`config.mk`:
```
export PLATFORM = sky130hd
export DESIGN_NAME = haar_parity_watermark_embed
export DESIGN_NICKNAME = d
export VERILOG_FILES = /design/src/rtl/hpwe_pkg.sv /design/src/rtl/haar_parity_watermark_embed.sv
export VERILOG_INCLUDE_DIRS = /design/src /design/src/rtl
export SDC_FILE = /design/constraint.sdc
export NUM_CORES = 1
export LEC_CHECK = 0
export BUFFER_PORTS_ARGS = -buffer_cell sky130_fd_sc_hd__buf_2
export CAP_MARGIN = 20
export CORE_ASPECT_RATIO = 0.8
export CORE_UTILIZATION = 50
export CTS_BUF_LIST = sky130_fd_sc_hd__clkbuf_4 sky130_fd_sc_hd__clkbuf_8 sky130_fd_sc_hd__clkbuf_16
export DETAILED_ROUTE_END_ITERATION = 8
export GPL_TIMING_DRIVEN = 0
export PLACE_DENSITY_LB_ADDON = 0.05
export SYNTH_ARGS = -nofsm -noshare
export SYNTH_HDL_FRONTEND = slang
export SYNTH_SLANG_ARGS = --single-unit
export TNS_END_PERCENT = 1
```
`constraint.sdc`:
```
create_clock -name clock -period 3.2 [get_ports clock]
set_clock_uncertainty 0.1 [all_clocks]
set_input_delay 0.48 -clock clock [delete_from_list [all_inputs] [get_ports clock]]
set_output_delay 0.48 -clock clock [all_outputs]
set_load 0.05 [all_outputs]
```
`src/rtl/haar_parity_watermark_embed_assert.svh`:
```
// Assertion macros for the Haar parity watermark embedder
`ifndef HAAR_PARITY_WATERMARK_EMBED_ASSERT_SVH
`define HAAR_PARITY_WATERMARK_EMBED_ASSERT_SVH
`ifndef ASSERT_OFF
`define HPWE_ASSERT_SAME(lbl, ante, cons) \
   lbl: assert property (@(posedge clock) disable iff (reset) (ante) |-> (cons)) \
      else $error("hpwe check failed");
`define HPWE_ASSERT_NEXT(lbl, ante, cons) \
   lbl: assert property (@(posedge clock) disable iff (reset) (ante) |=> (cons)) \
      else $error("hpwe check failed");
`else
`define HPWE_ASSERT_SAME(lbl, ante, cons)
`define HPWE_ASSERT_NEXT(lbl, ante, cons)
`endif
`endif

```
`src/rtl/hpwe_pkg.sv`:
```
// Package: register indexes, field widths and beat types for the watermark embedder
package hpwe_pkg;

   localparam int BLOCK_DIM_MAX = 1024;
   localparam int COORD_W       = $clog2(BLOCK_DIM_MAX);
   localparam int PIX_W         = 8;
   localparam int MSG_W         = 64;
   localparam int COUNT_W       = 8;
   localparam int CSR_DATA_W    = 64;
   localparam int CSR_ADDR_W    = 6;

   localparam logic [COUNT_W-1:0] LENGTH_RESET = 8'd0;
   localparam logic [PIX_W-1:0]   ALPHA_RESET  = 8'd16;
   localparam logic [COORD_W-1:0] START_RESET  = 10'd10;

   typedef enum logic [2:0] {
      REG_MSG_HIGH  = 3'd0,
      REG_MSG_LOW   = 3'd1,
      REG_MSG_LEN   = 3'd2,
      REG_ALPHA     = 3'd3,
      REG_START_ROW = 3'd4,
      REG_START_COL = 3'd5
   } csr_index_type;

   typedef struct packed {
      logic               frame_start;
      logic [COORD_W-1:0] block_row;
      logic [COORD_W-1:0] block_col;
      logic [PIX_W-1:0]   pix_tl;
      logic [PIX_W-1:0]   pix_tr;
      logic [PIX_W-1:0]   pix_bl;
      logic [PIX_W-1:0]   pix_br;
   } req_beat_type;

   typedef struct packed {
      logic [PIX_W-1:0] out_tl;
      logic [PIX_W-1:0] out_tr;
      logic [PIX_W-1:0] out_bl;
      logic [PIX_W-1:0] out_br;
      logic             bit_slot;
      logic             adjusted;
   } rsp_beat_type;

   // 16*p + a, rounded half to even back to integer, saturated at 255
   function automatic logic [PIX_W-1:0] add_round_sat(input logic [PIX_W-1:0] pix,
                                                      input logic [PIX_W-1:0] add);
      logic [PIX_W+4:0] v;
      logic [PIX_W:0]   q;
      logic [3:0]       r;
      logic             inc;
      logic [PIX_W+1:0] qr;
      v   = {1'b0, pix, 4'b0000} + {5'b00000, add};
      q   = v[PIX_W+4:4];
      r   = v[3:0];
      inc = (r > 4'd8) || ((r == 4'd8) && q[0]);
      qr  = {1'b0, q} + {{(PIX_W+1){1'b0}}, inc};
      if (qr > (PIX_W+2)'(255)) begin
         add_round_sat = 8'hFF;
      end else begin
         add_round_sat = qr[PIX_W-1:0];
      end
   endfunction

endpackage

```
`src/rtl/haar_parity_watermark_embed.sv`:
```
// Top level: Haar LL parity watermark embedder for a stream of 2x2 luma blocks
// Throughput: one block per cycle unless rsp_tready stalls it; input register, one pass of logic, result register.
// The bit counter is the only state carried between blocks and advances as a block with
// a bit slot leaves the input register. Synchronous active-high reset empties the pipeline,
// clears the bit counter and returns the configuration registers to their documented defaults.
`include "haar_parity_watermark_embed_assert.svh"

module haar_parity_watermark_embed #(
   parameter int MAX_MESSAGE_BITS = 128
) (
   input  logic        clock,
   input  logic        reset,
   // request stream
   input  logic        req_tvalid,
   output logic        req_tready,
   input  logic [55:0] req_tdata,   // block_row, block_col, pix_tl, pix_tr, pix_bl, pix_br, pad
   input  logic        req_tuser,   // frame_start
   // result stream
   output logic        rsp_tvalid,
   input  logic        rsp_tready,
   output logic [31:0] rsp_tdata,   // out_tl, out_tr, out_bl, out_br
   output logic [1:0]  rsp_tuser,   // bit_slot, adjusted
   // register port
   input  logic        csr_psel,
   input  logic        csr_penable,
   input  logic        csr_pwrite,
   input  logic [hpwe_pkg::CSR_ADDR_W-1:0] csr_paddr,
   input  logic [hpwe_pkg::CSR_DATA_W-1:0] csr_pwdata,
   output logic [hpwe_pkg::CSR_DATA_W-1:0] csr_prdata,
   output logic        csr_pready
);

   localparam logic [hpwe_pkg::COUNT_W-1:0] LEN_CAP = (hpwe_pkg::COUNT_W)'(MAX_MESSAGE_BITS);

   // configuration
   logic [hpwe_pkg::MSG_W-1:0]   msg_high_ff;
   logic [hpwe_pkg::MSG_W-1:0]   msg_low_ff;
   logic [hpwe_pkg::COUNT_W-1:0] msg_len_ff;
   logic [hpwe_pkg::PIX_W-1:0]   alpha_ff;
   logic [hpwe_pkg::COORD_W-1:0] start_row_ff;
   logic [hpwe_pkg::COORD_W-1:0] start_col_ff;

   logic                    csr_wr;
   hpwe_pkg::csr_index_type csr_idx;

   assign csr_pready = 1'b1;
   assign csr_wr     = csr_psel && csr_penable && csr_pwrite && csr_pready;
   assign csr_idx    = hpwe_pkg::csr_index_type'(csr_paddr[5:3]);

   always_ff @(posedge clock) begin
      if (reset) begin
         msg_high_ff  <= '0;
         msg_low_ff   <= '0;
         msg_len_ff   <= hpwe_pkg::LENGTH_RESET;
         alpha_ff     <= hpwe_pkg::ALPHA_RESET;
         start_row_ff <= hpwe_pkg::START_RESET;
         start_col_ff <= hpwe_pkg::START_RESET;
      end else if (csr_wr) begin
         case (csr_idx)
            hpwe_pkg::REG_MSG_HIGH:  msg_high_ff  <= csr_pwdata;
            hpwe_pkg::REG_MSG_LOW:   msg_low_ff   <= csr_pwdata;
            hpwe_pkg::REG_MSG_LEN:   msg_len_ff   <= csr_pwdata[hpwe_pkg::COUNT_W-1:0];
            hpwe_pkg::REG_ALPHA:     alpha_ff     <= csr_pwdata[hpwe_pkg::PIX_W-1:0];
            hpwe_pkg::REG_START_ROW: start_row_ff <= csr_pwdata[hpwe_pkg::COORD_W-1:0];
            hpwe_pkg::REG_START_COL: start_col_ff <= csr_pwdata[hpwe_pkg::COORD_W-1:0];
            default: ;
         endcase
      end
   end

   always_comb begin
      case (csr_idx)
         hpwe_pkg::REG_MSG_HIGH:  csr_prdata = msg_high_ff;
         hpwe_pkg::REG_MSG_LOW:   csr_prdata = msg_low_ff;
         hpwe_pkg::REG_MSG_LEN:   csr_prdata = {56'd0, msg_len_ff};
         hpwe_pkg::REG_ALPHA:     csr_prdata = {56'd0, alpha_ff};
         hpwe_pkg::REG_START_ROW: csr_prdata = {54'd0, start_row_ff};
         hpwe_pkg::REG_START_COL: csr_prdata = {54'd0, start_col_ff};
         default:                 csr_prdata = '0;
      endcase
   end

   // pipeline control
   logic                  in_valid_ff;
   hpwe_pkg::req_beat_type in_beat_ff;
   logic                  out_valid_ff;
   hpwe_pkg::rsp_beat_type out_beat_ff;
   hpwe_pkg::rsp_beat_type out_beat_in;
   logic [hpwe_pkg::COUNT_W-1:0] bits_done_ff;
   logic [hpwe_pkg::COUNT_W-1:0] bits_done_in;
   logic                  advance;
   logic                  req_take;

   assign advance    = !out_valid_ff || rsp_tready;
   assign req_tready = !in_valid_ff || advance;
   assign req_take   = req_tvalid && req_tready;

   always_ff @(posedge clock) begin
      if (reset) begin
         in_valid_ff  <= 1'b0;
         out_valid_ff <= 1'b0;
         bits_done_ff <= '0;
      end else begin
         if (req_tready) begin
            in_valid_ff <= req_tvalid;
         end
         if (advance) begin
            out_valid_ff <= in_valid_ff;
            if (in_valid_ff) begin
               bits_done_ff <= bits_done_in;
            end
         end
      end
   end

   always_ff @(posedge clock) begin
      if (req_take) begin
         in_beat_ff.frame_start <= req_tuser;
         in_beat_ff.block_row   <= req_tdata[9:0];
         in_beat_ff.block_col   <= req_tdata[19:10];
         in_beat_ff.pix_tl      <= req_tdata[27:20];
         in_beat_ff.pix_tr      <= req_tdata[35:28];
         in_beat_ff.pix_bl      <= req_tdata[43:36];
         in_beat_ff.pix_br      <= req_tdata[51:44];
      end
      if (advance && in_valid_ff) begin
         out_beat_ff <= out_beat_in;
      end
   end

   // embedding pass
   logic [hpwe_pkg::COUNT_W-1:0] count_cur;
   logic [hpwe_pkg::COUNT_W-1:0] len_eff;
   logic [hpwe_pkg::PIX_W+1:0]   pix_sum;
   logic [hpwe_pkg::PIX_W+2:0]   sum_rnd;
   logic [5:0]                   bit_pos;
   logic                         msg_bit;
   logic                         slot;
   logic                         adjust;

   always_comb begin
      count_cur = in_beat_ff.frame_start ? '0 : bits_done_ff;
      len_eff   = (msg_len_ff > LEN_CAP) ? LEN_CAP : msg_len_ff;
      slot      = (in_beat_ff.block_row >= start_row_ff) &&
                  (in_beat_ff.block_col >= start_col_ff) && (count_cur < len_eff);
      pix_sum   = {2'b00, in_beat_ff.pix_tl} + {2'b00, in_beat_ff.pix_tr} +
                  {2'b00, in_beat_ff.pix_bl} + {2'b00, in_beat_ff.pix_br};
      sum_rnd   = {1'b0, pix_sum} + 11'd2;
      bit_pos   = ~count_cur[5:0];
      msg_bit   = count_cur[6] ? msg_low_ff[bit_pos] : msg_high_ff[bit_pos];
      adjust    = slot && (sum_rnd[2] != msg_bit);
      bits_done_in = slot ? count_cur + 8'd1 : count_cur;

      out_beat_in.bit_slot = slot;
      out_beat_in.adjusted = adjust;
      if (adjust) begin
         out_beat_in.out_tl = hpwe_pkg::add_round_sat(in_beat_ff.pix_tl, alpha_ff);
         out_beat_in.out_tr = hpwe_pkg::add_round_sat(in_beat_ff.pix_tr, alpha_ff);
         out_beat_in.out_bl = hpwe_pkg::add_round_sat(in_beat_ff.pix_bl, alpha_ff);
         out_beat_in.out_br = hpwe_pkg::add_round_sat(in_beat_ff.pix_br, alpha_ff);
      end else begin
         out_beat_in.out_tl = in_beat_ff.pix_tl;
         out_beat_in.out_tr = in_beat_ff.pix_tr;
         out_beat_in.out_bl = in_beat_ff.pix_bl;
         out_beat_in.out_br = in_beat_ff.pix_br;
      end
   end

   assign rsp_tvalid = out_valid_ff;
   assign rsp_tdata  = {out_beat_ff.out_br, out_beat_ff.out_bl,
                        out_beat_ff.out_tr, out_beat_ff.out_tl};
   assign rsp_tuser  = {out_beat_ff.adjusted, out_beat_ff.bit_slot};

   `HPWE_ASSERT_SAME(a_adj_needs_slot, out_valid_ff && out_beat_ff.adjusted, out_beat_ff.bit_slot)
   `HPWE_ASSERT_SAME(a_stall_only_full, !req_tready, in_valid_ff && out_valid_ff)
   `HPWE_ASSERT_NEXT(a_slot_counts, in_valid_ff && advance && slot, bits_done_ff != '0)
   `HPWE_ASSERT_NEXT(a_idle_count_holds,
                     in_valid_ff && advance && !slot && !in_beat_ff.frame_start,
                     $stable(bits_done_ff))

endmodule
```
Word level (Yosys, flattened, before mapping)
Cells that the tools add are included.
{"block": "op_classes", "mux": 14, "addsub": 13, "order_cmp": 13, "eq_ne": 10, "reduce_logical": 27, "n_bitwise": 1}
{"op": "$pmux 64 s6", "n": 1}
{"op": "$mux 8", "n": 7}
{"op": "$add 12x8->13", "n": 4}
{"op": "$add 9x1->10", "n": 4}
{"op": "$gt 10x8->1 const B", "n": 4}
{"op": "$mux 32", "n": 1}
{"op": "$ge 10x10->1", "n": 2}
{"op": "$eq 4x4->1 const B", "n": 4}
{"op": "$gt 4x4->1 const B", "n": 4}
{"op": "$reduce_and 2->1", "n": 7}
{"op": "$bmux 1 s6", "n": 2}
{"op": "$logic_and 1x1->1", "n": 11}
{"op": "$add 3x3->3", "n": 3}
{"op": "$add 8x1->8 const B", "n": 1}
{"op": "$gt 8x8->1 const B", "n": 1}
{"op": "$lt 8x8->1", "n": 1}
{"op": "$lt 6x7->1 const B", "n": 1}
{"op": "$eq 3x2->1 const B", "n": 2}
{"op": "$eq 3x3->1 const B", "n": 2}
{"op": "$logic_or 1x1->1", "n": 6}
{"op": "$not 6->6", "n": 1}
{"op": "$add 3x2->3 const B", "n": 1}
{"op": "$eq 3x1->1 const B", "n": 1}
{"op": "$logic_not 3->1", "n": 1}
{"op": "3 further kinds", "n": 6}
{"block": "word_totals", "regBits": 261, "elab_cells": 100, "out_inout_bits": 101, "inputBits": 134}

Logic depth before layout (Yosys ltp)
{"block": "logic_depth", "word_depth": 8, "mapped_depth": 16, "ltp_nobuf": 12}

Least setup slack after synthesis
OpenSTA, ideal clock, no wires.
{"block": "synth_timing", "kind": "flip-flop to flip-flop", "from": "register out_valid_ff (netlist: rsp_tvalid)", "to": "register bits_done_ff[7] (netlist name)", "required_ns": 2.972, "synth_period_minus_slack_ns": 3.383, "path_slack_ns": -0.183, "arrival_ns": 3.156, "n_path_buf": 1, "setup_ns": 0.128, "path_stages_with_launch": 8, "path_cell_list": "dfxtp_1 -> nor2b_1 -> nor2b_1 -> and2_1 -> buf_2 -> and4_1 -> xor2_1 -> nor2_1"}
{"block": "synth_between", "elab_chain_cells": 3}
{"element": "from (decl)", "line_no": "haar_parity_watermark_embed.sv:86", "rtl": "logic out_valid_ff;"}
{"element": "from (signal assigned)", "line_no": "haar_parity_watermark_embed.sv:108", "rtl": "out_valid_ff <= in_valid_ff;"}
{"element": "$logic_not 1->1", "line_no": "haar_parity_watermark_embed.sv:94", "rtl": "assign advance = !out_valid_ff || rsp_tready;"}
{"element": "$logic_or 1x1->1", "line_no": "haar_parity_watermark_embed.sv:94"}
{"element": "$reduce_and 2->1 (no source line)"}
{"element": "to (signal assigned)", "line_no": "haar_parity_watermark_embed.sv:110", "rtl": "bits_done_ff <= bits_done_in;"}
{"element": "to (decl)", "line_no": "haar_parity_watermark_embed.sv:89", "rtl": "logic [hpwe_pkg::COUNT_W-1:0] bits_done_ff;"}
Every way passes these cells.
A chain may end at the register's enable or synchronous reset.

==> summary.txt <==
Vias in the first global route: 11.83k
Final Hold Fails: 0
Worst Path Arrival: 3800 ps
Initial antenna violation count: 1
Pleak: 0.006774 uW
Clock sink count: 261
Status: finished with violations
Area Overhead vs Synth: 22.53%
Gpl congestion: 0.9358
Failing checks: setup timing
Max Clk Rate: 0.2824 GHz
Gr ovfl total: 0
Post-synth EDFFs: 87
Cell Area, Synth: 13,950 um2
Clk buf depth: 3
CP Launch Point: in_beat_ff[0]
Final worst-path cycle share: 110.7%
H-tree level count: 1
R2r worst-path depth: 13
Layout cell share with drive strength beyond 1: 21.53%
PortBufs: 224
First-pass GRT wire length: 67,900 um
Max_slew headroom: 47.97%
Post-synthesis register bit count: 261
Register area share after synthesis: 43.71%
Clock Power Share: 42.2%
WP data required: 3460 ps
CTS tree: yes
Synthesized Nets: 1,726
Die Height: 151.4 um
Total negative setup slack: -8505 ps
Post-detailed-route wirelength per cell: 20.31 um
I/O Pins: 235
Power Density: 443.9 nW/um2
Max-cap violation count: 0
Clock slew at reported path FFs: 60 ps
CP Class: flip-flop to flip-flop
Most common flop cell mapped by yosys: dfxtp_1
Setup ws final: -341.5 ps
Final wirelength: 45,030 um
Ys async rst share: 0%
Synth warn: 0
RR Endpoint: rsp_tdata[12]
Largest net degree at the start of global routing: 39
Setup crit start kind: flip-flop
Total power: 7586 uW
Via count: 12.82k
Starting DRC count in detailed routing: 1,116
Hold WC Path Type: input pin to flip-flop
Antenna cells: 0
Tightest Pin Transition: 780.4 ps
Die Span X: 188.7 um
Flop pwr share: 47.1%
Root buf cell: clkbuf_16
TritonRoute pass-1 iters: 5
Minimum clock period: 3541 ps
CTS buffer count: 28
R2R Path Start: in_beat_ff[0]
Core ar.: 27,360 um2
CP max FO: 10
Pint: 5654 uW
Starting Density: 50.96%
Crit path capture type: flip-flop
Cell Rows: 54
Final Net Count: 2,026
RSZ-0062 raised after global routing: yes
Vias/cell: 5.783
Total global-route track usage: 31.00%
Syn avg cell area: 9.109 um2
Die ar.: 28,570 um2
Synth Instances: 1,531
# DRC: 0
Slew Limit Fails: 0
Switch share: 25.47%
Reg-to-reg setup timing slack: -340 ps
Netlist cell types: 74
Final setup viols: 44
Worst vdd ir: 0.0004392 V
P_sw: 1932 uW
Final HPWL DP: 32,390 um
Gate power share: 10.8%
Crit path capture: rsp_tdata[12]
Clk_lat worst skew: 550 ps
ANT nets after route: 0
[critical path, stage by stage (launching register included)]
cell	delay (ps)
edfxtp_1	450
fa_2	570
inv_2	40
fa_2	330
inv_2	70
ha_4	200
a31oi_4	220
xnor2_2	160
xnor2_2	120
a211oi_2	310
nor2_4	130
buf_8	170
buf_6	160
a221oi_2	320
[through the flow]
step,utilization (%),hold WS (ps),setup WS (ps),instance area [um2],cells
2_1_floorplan,-,343.1,-152.7,13950,1531
3_3_place_gp,56.74,356.1,-565.0,15520,2119
3_5_place_dp,56.90,362.6,-577.9,15570,2121
4_1_cts,62.23,0.6211,-282.2,17030,2214
5_1_grt,62.45,0.4803,-402.8,17090,2217
6_report,62.45,14.06,-341.5,17090,2217
[power by group through the flow]
stage	clock, uW	sequential [uW]	combinational (uW)
final	3200	3570	818
after global routing	3340	3580	878
after CTS	3220	3570	798
after detailed placement	0	3640	712
after global placement	0	3640	692
after floorplan	0	3700	368
[flip-flops by register name, indices dropped and copies added (netlist names)]
signal	count
rsp_tuser	2
alpha_ff	8
in_beat_ff	53
start_col_ff	10
msg_len_ff	8
rsp_tdata	32
in_valid_ff	1
bits_done_ff	8
msg_high_ff	64
msg_low_ff	64
start_row_ff	10
rsp_tvalid	1
[cells in the final DEF, fill, tap and decap left out, types with 7 or more instances in the layout]
cell type | synthesis | final
mux2i_1 | 60 | 59
o21ai_0 | 35 | 33
a22oi_1 | 16 | 16
clkbuf_4 | 0 | 9
nand4_1 | 11 | 11
nor2_1 | 88 | 85
o22ai_1 | 10 | 10
clkbuf_2 | 0 | 9
nor3b_1 | 12 | 8
o21a_1 | 11 | 11
a21oi_1 | 173 | 171
a211o_1 | 7 | 7
buf_4 | 7 | 17
clkbuf_1 | 65 | 52
buf_1 | 12 | 11
or2_2 | 7 | 7
clkbuf_16 | 0 | 30
buf_6 | 6 | 10
and3_1 | 11 | 11
inv_1 | 52 | 49
dfxtp_1 | 174 | 173
edfxtp_1 | 87 | 87
xnor2_1 | 27 | 25
dlygate4sd3_1 | 0 | 32
a31oi_1 | 16 | 15
nand2b_1 | 16 | 16
and2_1 | 8 | 7
nor3_1 | 18 | 18
mux2_2 | 9 | 7
mux4_2 | 18 | 18
buf_2 | 9 | 231
nor2b_1 | 18 | 16
a21o_1 | 12 | 12
nand2_1 | 327 | 327
a22o_1 | 57 | 57
ha_1 | 54 | 53
xor2_1 | 8 | 8
nand3_1 | 11 | 11
[synth_stat cells (all sizes together), types with 5 or more instances]
| cell | number | area, um2 |
|---|---|---|
| nand2 | 327 | 1227 |
| dfxtp | 174 | 3483 |
| a21oi | 173 | 865.8 |
| nor2 | 89 | 341.6 |
| edfxtp | 87 | 2613 |
| clkbuf | 65 | 244.0 |
| mux2i | 60 | 600.6 |
| a22o | 57 | 499.2 |
| ha | 54 | 675.7 |
| inv | 53 | 201.5 |
| o21ai | 39 | 195.2 |
| buf | 36 | 240.2 |
| xnor2 | 27 | 236.5 |
| nor2b | 19 | 121.4 |
| mux4 | 18 | 405.4 |
| nor3 | 18 | 90.09 |
| nand2b | 17 | 113.9 |
| a22oi | 16 | 120.1 |
| a31oi | 16 | 100.1 |
| a21o | 12 | 90.09 |
| mux2 | 12 | 138.9 |
| nor3b | 12 | 90.09 |
| and3 | 11 | 68.82 |
| nand3 | 11 | 55.05 |
| nand4 | 11 | 68.82 |
| o21a | 11 | 82.58 |
| o22ai | 10 | 62.56 |
| or2 | 9 | 56.31 |
| and2 | 8 | 50.05 |
| xor2 | 8 | 70.07 |
| a211o | 7 | 61.31 |
| a221oi | 7 | 86.34 |
| fa | 7 | 140.1 |
| a211oi | 6 | 55.05 |
| o221ai | 5 | 43.79 |
[cell type report]
type	instances	area, um2
Buffer	101	530.5
Clock buffer	39	843.3
Clock inverter	13	60.06
Fill cell	2455	10280
Inverter	53	205.2
Multi-Input combinational cell	1116	7313
Sequential cell	261	6097
Tap cell	364	455.4
Timing Repair Buffer	270	1583
[timing repair]
action | CTS | global route
hold endpoints to repair | 32 | 0
gates resized for setup | 49 | 19
pin swaps | 9 | 9
buffers inserted | 9 | 3
endpoints found under the setup margin | 89 | 66
hold buffers | 32 | 0
[metal layers]
| metal | global-route usage, % | wire, um |
|---|---|---|
| met1 | 45.01 | 20210 |
| met5 | 0 | 0 |
| met4 | 7.702 | 959 |
| met2 | 45.75 | 18890 |
| met3 | 7.901 | 4969 |
[kinds of logic (layout without fill, tap and decap cells)]
logic type,Yosys count,after routing,synth area share (%)
adder cells (fa/ha/maj),65,65,6.137
XOR/XNOR,35,35,2.198
other,1,1,0.02689
AND/OR/NAND/NOR,542,542,16.99
multiplexers,90,90,8.209
buffers and inverters,154,476,4.917
flip-flops,261,261,43.71
AO/OA/AOI/OAI,383,383,17.81
[how the worst min path moves through the flow]
stage | start | endpoint | depth (start not counted)
after CTS | req_tdata[33] | in_beat_ff[21] | 1
after floorplan | msg_low_ff[8] | msg_low_ff[8] | 2
after detailed placement | msg_high_ff[29] | msg_high_ff[29] | 2
after global placement | msg_low_ff[18] | msg_low_ff[18] | 2
final | req_tdata[33] | in_beat_ff[21] | 1
after global routing | req_tdata[40] | in_beat_ff[12] | 1
Power figures use the tool's default switching activity.
